==> config.mk <==
export PLATFORM = sky130hd
export DESIGN_NAME = stuffed_frame_receiver
export DESIGN_NICKNAME = d
export VERILOG_FILES = /design/src/rtl/core/sfr_pkg.sv /design/src/rtl/core/sfr_decode.sv /design/src/rtl/core/sfr_frame.sv /design/src/rtl/core/stuffed_frame_receiver.sv
export SDC_FILE = /design/constraint.sdc
export NUM_CORES = 1
export LEC_CHECK = 0
export BUFFER_PORTS_ARGS = -buffer_cell sky130_fd_sc_hd__buf_4
export CAP_MARGIN = 20
export CORE_MARGIN = 2
export CORE_UTILIZATION = 36
export DETAILED_ROUTE_END_ITERATION = 8
export GPL_TIMING_DRIVEN = 0
export PLACE_DENSITY = 0.65
export SYNTH_ARGS = -nofsm -noshare
export SYNTH_HDL_FRONTEND = slang
export SYNTH_SLANG_ARGS = --single-unit
==> constraint.sdc <==
create_clock -name clock -period 6.2 [get_ports clock]
set_input_delay 0.31 -clock clock [delete_from_list [all_inputs] [get_ports clock]]
set_output_delay 0.31 -clock clock [all_outputs]
set_load 0.01 [all_outputs]
==> src/rtl/core/sfr_pkg.sv <==
// Shared types and constants for the stuffed frame receiver.
package sfr_pkg;

   // Configuration register indexes.
   localparam logic [1:0] CSR_HEAD_MARKER   = 2'd0;
   localparam logic [1:0] CSR_END_MARKER    = 2'd1;
   localparam logic [1:0] CSR_ESCAPE_MARKER = 2'd2;
   localparam logic [1:0] CSR_ACK_COMMAND   = 2'd3;

   // Second byte of an escape pair and what it stands for.
   localparam logic [7:0] SUFFIX_HEAD = 8'hA3;
   localparam logic [7:0] SUFFIX_END  = 8'hA2;
   localparam logic [7:0] SUFFIX_ESC  = 8'hA1;

   localparam logic [7:0] BAD_CODE = 8'hFF;

   localparam logic KIND_DATA    = 1'b0;
   localparam logic KIND_SUMMARY = 1'b1;

   // Classification of one received byte after unstuffing.
   typedef struct packed {
      logic       head;
      logic       fin;
      logic       data;
      logic [7:0] value;
   } decode_type;

   typedef struct packed {
      logic        kind;
      logic [7:0]  data_byte;
      logic [7:0]  byte_index;
      logic [7:0]  command;
      logic [7:0]  payload_length;
      logic [7:0]  result_code;
      logic        checksum_ok;
      logic [15:0] peer_address;
   } result_type;

endpackage

==> src/rtl/core/sfr_decode.sv <==
// Escape removal and marker classification of the received bytes.
module sfr_decode (
   input  logic                clock,
   input  logic                reset,
   input  logic                advance,
   input  logic [7:0]          rx_byte,
   input  logic [7:0]          head_marker,
   input  logic [7:0]          end_marker,
   input  logic [7:0]          escape_marker,
   output sfr_pkg::decode_type dec
);

   logic escape_pending_ff;
   logic escape_pending_in;
   logic is_suffix;
   logic raw_path;

   always_comb begin
      is_suffix = (rx_byte == sfr_pkg::SUFFIX_HEAD) || (rx_byte == sfr_pkg::SUFFIX_END) ||
                  (rx_byte == sfr_pkg::SUFFIX_ESC);
      // A pending escape followed by anything but a suffix is dropped, and the
      // byte is then handled as if no escape had come before it.
      raw_path = !escape_pending_ff || !is_suffix;

      dec.head  = 1'b0;
      dec.fin   = 1'b0;
      dec.data  = 1'b0;
      dec.value = rx_byte;
      escape_pending_in = 1'b0;

      if (!raw_path) begin
         dec.data = 1'b1;
         unique case (rx_byte)
            sfr_pkg::SUFFIX_HEAD: dec.value = head_marker;
            sfr_pkg::SUFFIX_END:  dec.value = end_marker;
            default:              dec.value = escape_marker;
         endcase
      end else begin
         priority if (rx_byte == head_marker) begin
            dec.head = 1'b1;
         end else if (rx_byte == end_marker) begin
            dec.fin = 1'b1;
         end else if (rx_byte == escape_marker) begin
            escape_pending_in = 1'b1;
         end else begin
            dec.data = 1'b1;
         end
      end
   end

   always_ff @(posedge clock) begin
      if (reset) begin
         escape_pending_ff <= 1'b0;
      end else if (advance) begin
         escape_pending_ff <= escape_pending_in;
      end
   end

endmodule

==> src/rtl/core/sfr_frame.sv <==
// Frame parser: phase tracking, checksum, payload output and peer address latch.
module sfr_frame (
   input  logic                clock,
   input  logic                reset,
   input  logic                advance,
   input  sfr_pkg::decode_type dec,
   input  logic [7:0]          ack_command,
   output logic                res_valid,
   output sfr_pkg::result_type res
);

   typedef enum logic [2:0] {
      PH_IDLE,
      PH_CMD,
      PH_LEN,
      PH_PAY,
      PH_SHI,
      PH_SLO,
      PH_DONE
   } phase_type;

   phase_type   phase_ff, phase_in;
   logic [7:0]  command_ff, command_in;
   logic [7:0]  length_ff, length_in;
   logic [7:0]  count_ff, count_in;
   logic [15:0] sum_ff, sum_in;
   logic [7:0]  sum_high_ff, sum_high_in;
   logic [7:0]  sum_low_ff, sum_low_in;
   logic [15:0] candidate_ff, candidate_in;
   logic [15:0] peer_ff, peer_in;
   logic        sum_match;
   logic [7:0]  count_next;

   assign sum_match  = ({sum_high_ff, sum_low_ff} == sum_ff);
   assign count_next = count_ff + 8'd1;

   always_comb begin
      phase_in     = phase_ff;
      command_in   = command_ff;
      length_in    = length_ff;
      count_in     = count_ff;
      sum_in       = sum_ff;
      sum_high_in  = sum_high_ff;
      sum_low_in   = sum_low_ff;
      candidate_in = candidate_ff;
      peer_in      = peer_ff;
      res_valid    = 1'b0;

      res.kind           = sfr_pkg::KIND_DATA;
      res.data_byte      = 8'd0;
      res.byte_index     = 8'd0;
      res.command        = command_ff;
      res.payload_length = length_ff;
      res.result_code    = 8'd0;
      res.checksum_ok    = 1'b0;
      res.peer_address   = peer_ff;

      if (dec.head) begin
         // A head always restarts, dropping any frame in progress unreported.
         phase_in     = PH_CMD;
         command_in   = 8'd0;
         length_in    = 8'd0;
         count_in     = 8'd0;
         sum_in       = {8'd0, dec.value};
         sum_high_in  = 8'd0;
         sum_low_in   = 8'd0;
         candidate_in = 16'd0;
      end else if (dec.fin) begin
         if (phase_ff != PH_IDLE) begin
            res_valid    = 1'b1;
            res.kind     = sfr_pkg::KIND_SUMMARY;
            res.result_code = sfr_pkg::BAD_CODE;
            if (phase_ff == PH_DONE && sum_match) begin
               res.result_code = command_ff;
               res.checksum_ok = 1'b1;
               if (command_ff == ack_command && length_ff >= 8'd2) begin
                  peer_in = candidate_ff;
               end
            end
            res.peer_address = peer_in;
            phase_in = PH_IDLE;
         end
      end else if (dec.data) begin
         unique case (phase_ff)
            PH_CMD: begin
               command_in = dec.value;
               sum_in     = sum_ff + {8'd0, dec.value};
               phase_in   = PH_LEN;
            end
            PH_LEN: begin
               length_in = dec.value;
               sum_in    = sum_ff + {8'd0, dec.value};
               count_in  = 8'd0;
               phase_in  = (dec.value == 8'd0) ? PH_SHI : PH_PAY;
            end
            PH_PAY: begin
               res_valid      = 1'b1;
               res.data_byte  = dec.value;
               res.byte_index = count_ff;
               sum_in         = sum_ff + {8'd0, dec.value};
               if (count_ff == 8'd0) begin
                  candidate_in = {candidate_ff[15:8], dec.value};
               end else if (count_ff == 8'd1) begin
                  candidate_in = {dec.value, candidate_ff[7:0]};
               end
               count_in = count_next;
               if (count_next == length_ff) begin
                  phase_in = PH_SHI;
               end
            end
            PH_SHI: begin
               sum_high_in = dec.value;
               phase_in    = PH_SLO;
            end
            PH_SLO: begin
               sum_low_in = dec.value;
               phase_in   = PH_DONE;
            end
            default: begin
               // Idle or after the checksum: data is ignored.
            end
         endcase
      end
   end

   always_ff @(posedge clock) begin
      if (reset) begin
         phase_ff     <= PH_IDLE;
         command_ff   <= 8'd0;
         length_ff    <= 8'd0;
         count_ff     <= 8'd0;
         sum_ff       <= 16'd0;
         sum_high_ff  <= 8'd0;
         sum_low_ff   <= 8'd0;
         candidate_ff <= 16'd0;
         peer_ff      <= 16'd0;
      end else if (advance) begin
         phase_ff     <= phase_in;
         command_ff   <= command_in;
         length_ff    <= length_in;
         count_ff     <= count_in;
         sum_ff       <= sum_in;
         sum_high_ff  <= sum_high_in;
         sum_low_ff   <= sum_low_in;
         candidate_ff <= candidate_in;
         peer_ff      <= peer_in;
      end
   end

endmodule

==> src/rtl/core/stuffed_frame_receiver.sv <==
// Top level of the stuffed frame receiver: registers, handshakes and configuration.
//
// Raw line bytes enter on the req_ channel; each item is one received byte.
// Escape pairs are removed, frames of head, command, length, payload and a
// 16-bit checksum (high byte first) are parsed, and results leave on the
// rsp_ channel: one item per payload byte (kind 0) and one summary per frame
// end (kind 1, result code 255 on a bad or incomplete checksum). Bytes that
// only move the parser along produce no result.
// The csr_ port writes the head, end and escape markers and the ack command;
// the user must write it only while no item is in flight, as the block itself
// does not enforce this. The byte waits in the input register while the decode
// and parse logic feeds the result register, which drives rsp_valid.
// Throughput is one item per cycle while rsp_ready keeps the result register
// free, set by the single parse step per byte.
// When the receiver holds rsp_ready low, a finished result stays in the
// result register and one further byte waits in the input register before
// req_ready falls. Reset clears all parser state, the peer address and the
// configuration registers to zero.
module stuffed_frame_receiver (
   input  logic        clock,
   input  logic        reset,
   input  logic        req_valid,
   output logic        req_ready,
   input  logic [7:0]  req_rx_byte,
   output logic        rsp_valid,
   input  logic        rsp_ready,
   output logic        rsp_kind,
   output logic [7:0]  rsp_data_byte,
   output logic [7:0]  rsp_byte_index,
   output logic [7:0]  rsp_command,
   output logic [7:0]  rsp_payload_length,
   output logic [7:0]  rsp_result_code,
   output logic        rsp_checksum_ok,
   output logic [15:0] rsp_peer_address,
   input  logic        csr_we,
   input  logic [1:0]  csr_index,
   input  logic [7:0]  csr_wdata
);

   logic                in_valid_ff;
   logic [7:0]          in_byte_ff;
   logic                rsp_valid_ff;
   sfr_pkg::result_type rsp_ff;
   logic [7:0]          head_marker_ff;
   logic [7:0]          end_marker_ff;
   logic [7:0]          escape_marker_ff;
   logic [7:0]          ack_command_ff;

   logic                out_free;
   logic                advance;
   sfr_pkg::decode_type dec;
   logic                res_valid;
   sfr_pkg::result_type res;

   assign out_free  = !rsp_valid_ff || rsp_ready;
   assign advance   = in_valid_ff && out_free;
   assign req_ready = !in_valid_ff || advance;

   sfr_decode u_decode (
      .clock         (clock),
      .reset         (reset),
      .advance       (advance),
      .rx_byte       (in_byte_ff),
      .head_marker   (head_marker_ff),
      .end_marker    (end_marker_ff),
      .escape_marker (escape_marker_ff),
      .dec           (dec)
   );

   sfr_frame u_frame (
      .clock       (clock),
      .reset       (reset),
      .advance     (advance),
      .dec         (dec),
      .ack_command (ack_command_ff),
      .res_valid   (res_valid),
      .res         (res)
   );

   always_ff @(posedge clock) begin
      if (reset) begin
         in_valid_ff  <= 1'b0;
         rsp_valid_ff <= 1'b0;
      end else begin
         if (req_ready) begin
            in_valid_ff <= req_valid;
         end
         if (out_free) begin
            rsp_valid_ff <= advance && res_valid;
         end
      end
   end

   always_ff @(posedge clock) begin
      if (req_valid && req_ready) begin
         in_byte_ff <= req_rx_byte;
      end
      if (advance && res_valid) begin
         rsp_ff <= res;
      end
   end

   always_ff @(posedge clock) begin
      if (reset) begin
         head_marker_ff   <= 8'd0;
         end_marker_ff    <= 8'd0;
         escape_marker_ff <= 8'd0;
         ack_command_ff   <= 8'd0;
      end else if (csr_we) begin
         unique case (csr_index)
            sfr_pkg::CSR_HEAD_MARKER:   head_marker_ff   <= csr_wdata;
            sfr_pkg::CSR_END_MARKER:    end_marker_ff    <= csr_wdata;
            sfr_pkg::CSR_ESCAPE_MARKER: escape_marker_ff <= csr_wdata;
            sfr_pkg::CSR_ACK_COMMAND:   ack_command_ff   <= csr_wdata;
            default: begin
            end
         endcase
      end
   end

   assign rsp_valid          = rsp_valid_ff;
   assign rsp_kind           = rsp_ff.kind;
   assign rsp_data_byte      = rsp_ff.data_byte;
   assign rsp_byte_index     = rsp_ff.byte_index;
   assign rsp_command        = rsp_ff.command;
   assign rsp_payload_length = rsp_ff.payload_length;
   assign rsp_result_code    = rsp_ff.result_code;
   assign rsp_checksum_ok    = rsp_ff.checksum_ok;
   assign rsp_peer_address   = rsp_ff.peer_address;

endmodule
==> impl_results.md <==
* Worst Clk Skew at 0.0179 ns
* Vias at 7745
* Synth unique cells at 70
* Worst-Margin Slew at 1.14 ns
* TritonCTS Sinks at 192
* Setup WS post-layout at 1.76 ns
* CTS root buffer: clkbuf_16
* Drt via density at 5.44
* Hold-fix buffers, CTS at 0
* DR iter-0 viols at 718
* RR Endpoint: u_frame.sum_ff[10]
* Post-Synth Simple-Gate Area at 20.6%
* Slew margin rel. at 23.1%
* CTS HTree Levels at 4
* Die area at 27200 sq um
* Row Count at 58
* Die width at 165 microns
* Die Y at 165 microns
* Fmax achieved at 0.225 GHz
* Detailed Place HPWL at 18.3 mm
* Final ANT Viol Nets at 0
* XOR/XNOR share of the synthesized area at 5.60%
* Nets at 1115
* Element type at the critical path start: flop
* Area growth from synthesis to layout at 18.3%
* PostCTS Resize Cnt at 0
* Setup Fix Bufs, Post-CTS at 0
* Status: finished clean
* Number of flops mapped to enable cells by yosys at 66
* Setup Viol. Count Final at 0
* Largest net degree at the start of global routing at 34
* Core area at 25300 sq um
* Worst path cell trace: buf_4 -> clkbuf_1 -> nand2b_1 -> o31ai_1 -> a22oi_1 -> inv_1 -> ha_1 -> fa_1 -> a21o_1 -> a31oi_1 -> a2111oi_2 -> nor4_1 -> and4b_1 -> mux2i_1
* Vias in the first global route at 7379
* Worst Setup Path Type: flop to flop
* Initial Utilization at 36.8%
* Util after Layout at 43.5%
* Largest family of logic cells by synthesized area: simple AND/OR/NAND/NOR gates
* Initial antenna violation count at 0
* Syn nets at 1013
* Synthesis-stage register bit count at 192
* Routability Congestion at 0.933
* Pre-CTS setup slack at 1.89 ns
* Leakage at 0.00403 uW
* Crit path max-delay cell type: nor4_1
* Final Hold Fails at 0
* TritonCTS clock tree: done
* Min-delay worst type: input port to flop
* Synth Area in Compound Gates at 12.3%
* First-pass GRT wire length at 39.8 mm
* Worst hold path depth at 1
* WL/cell at 17.6 microns
* Final worst path period need at 4.44 ns
* Drt total wl at 25.1 mm
* Post-Synthesis Cells at 980
* Crit path from: in_byte_ff[0]
* Fraction of the mapped netlist area in adder cells at 1.42%
* Clock Latency Late Sink at 0.46 ns
* Async set-or-reset flop fraction in the synthesized netlist at 0%
* Crit. End Element: flop
* I/O Buffers at 82
* Max cap viols at 0
* Most common cell after layout, fill and taps aside: nor2_1
* CP max FO at 10
* Synthesized cell area at 9320 sq um
* Fin crit share at 71.7%
* Fin. max-slew vios at 0
* Worst-path clk slew at 0.08 ns
* Most used DFF post-synth: dfxtp_1
* Pre-antenna DRT Iters at 5
* R2R setup slack at 1.76 ns
* Crit path to: u_frame.sum_ff[10]
* Sequential-to-total area share from yosys stat at 48.3%
* Worst reg2reg startpoint: in_byte_ff[0]
* Worst reg2reg path depth at 14
* Syn_area_per_cell at 9.51 sq um
* Yosys warns at 0
* Most frequent cells in the layout: 142 x nor2_1, 126 x dfxtp_1, 87 x nand2_1, 85 x buf_4, 73 x mux2i_1
* Total grt overflow at 0
* Diodes inserted at 0
* Final Hold Slack at 0.0319 ns
* Mux cell area share after synthesis at 8.32%
* Longest Clk Path Bufs at 2
* Drt drc at 0
* Slowest stage delay, CP at 0.68 ns
* VDD IR max at 0.000193 V
* Data required time of the worst path at 6.55 ns
* Fin Setup TNS at 0 ns
* Layout cell share with drive strength beyond 1 at 14.2%
* CTS buffer count at 17
* Pwr dens at 240 nW/um^2
* Gr usage total at 19.1%
* I/O Pins at 83
* RSZ-0062 raised after global routing: no
* CP arrival at 4.80 ns
[worst min path at each step]
stage	from	endpoint	slack, ns
floorplan	req_rx_byte[0]	in_byte_ff[0]	0.41
global placement	u_frame.peer_ff[7]	u_frame.peer_ff[7]	0.46
detailed placement	u_frame.peer_ff[0]	u_frame.peer_ff[0]	0.46
CTS	req_rx_byte[2]	in_byte_ff[2]	0.02
global route	req_rx_byte[6]	in_byte_ff[6]	0.03
finish	req_rx_byte[7]	in_byte_ff[7]	0.03
[cell families (layout without fill, tap and decap cells)]
family | after synthesis | in the layout
DFF | 192 | 192
AOI/OAI and AO/OA | 172 | 172
muxes | 77 | 77
adders and majority gates | 10 | 10
buffers and inverters | 75 | 190
xor gates and xnor gates | 58 | 58
and+or+nand+nor | 396 | 396
[flip-flops by register name, indices dropped and copies added (netlist names), 3 cells and up]
signal	count
u_frame.peer_ff	16
u_frame.length_ff	8
rsp_payload_length	8
rsp_peer_address	16
rsp_byte_index	8
ack_command_ff	8
in_byte_ff	8
u_frame.phase_ff	3
escape_marker_ff	8
head_marker_ff	8
rsp_result_code	8
u_frame.sum_high_ff	8
rsp_command	8
u_frame.sum_low_ff	8
rsp_data_byte	8
u_frame.candidate_ff	16
u_frame.count_ff	8
u_frame.command_ff	8
u_frame.sum_ff	16
end_marker_ff	8
[layout make-up]
type,instances,area (sq um)
buffer,58,259
multi-input combinational,713,4500
clock buffer,17,425
timing repair buffer,83,636
tap,330,413
sequential,192,4500
inverter,17,63.8
fill,2446,14300
clock inverter,15,223
[stage by stage]
step	cell area [sq um]	power, uW	cells
final	11000	2640	1425
after global routing	11000	2720	1425
after CTS	11000	2650	1425
after detailed placement	10400	1480	1393
after global placement	10300	1480	1392
after floorplan	9320	1430	980
[Yosys cell counts, drive strengths merged (3+ instances only)]
cell	number	area, sq um
nor2	142	533
dfxtp	126	2520
nand2	87	327
mux2i	73	731
edfxtp	66	1980
a21oi	52	272
nand3	44	220
o21ai	39	195
clkbuf	37	139
xor2	32	280
xnor2	25	219
buf	21	120
inv	17	63.8
or3	16	100
a22oi	13	97.6
and2	13	83.8
nand4	13	81.3
nor3b	13	97.6
nor4	13	81.3
nor3	11	65.1
nand2b	10	62.6
ha	9	113
a31oi	8	50.1
nand3b	8	60.1
a211oi	7	62.6
o211ai	7	57.6
a21o	6	45.0
nor2b	6	37.5
and3	5	31.3
o31ai	5	37.5
a2bb2oi	4	41.3
a311oi	4	35.0
mux2	4	45.0
a31o	3	26.3
nor4b	3	26.3
o2111ai	3	26.3
[per-layer routing]
| metal | GRT usage (%) | up-vias | share of wire (%) |
|---|---|---|---|
| li1 | - | 3715 | - |
| met1 | 26.1 | 3705 | 46 |
| met2 | 29.7 | 269 | 45 |
| met3 | 2.81 | 56 | 5.7 |
| met4 | 8.70 | 0 | 3.3 |
| met5 | 0 | - | 0 |
[report_power, final]
| part | total (uW) | switching (uW) | leakage [uW] | internal (uW) |
|---|---|---|---|---|
| Sequential | 1310 | 9.05 | 0.00150 | 1300 |
| Combinational | 145 | 95.7 | 0.00222 | 49.0 |
| Clock | 1190 | 592 | 0.000310 | 595 |
| Total | 2640 | 697 | 0.00403 | 1950 |
[worst max-delay path, delay by kind of cell, from the launching register on]
| kind | cells | cell delay [ns] |
|---|---|---|
| AND/OR/NAND/NOR | 3 | 1.15 |
| buffers and inverters | 3 | 0.79 |
| AO/OA/AOI/OAI | 5 | 1.22 |
| flip-flops | 1 | 0.33 |
| adder cells (fa/ha/maj) | 2 | 0.77 |
| multiplexers | 1 | 0.11 |
No activity file was read; power rests on OpenSTA's default activity.
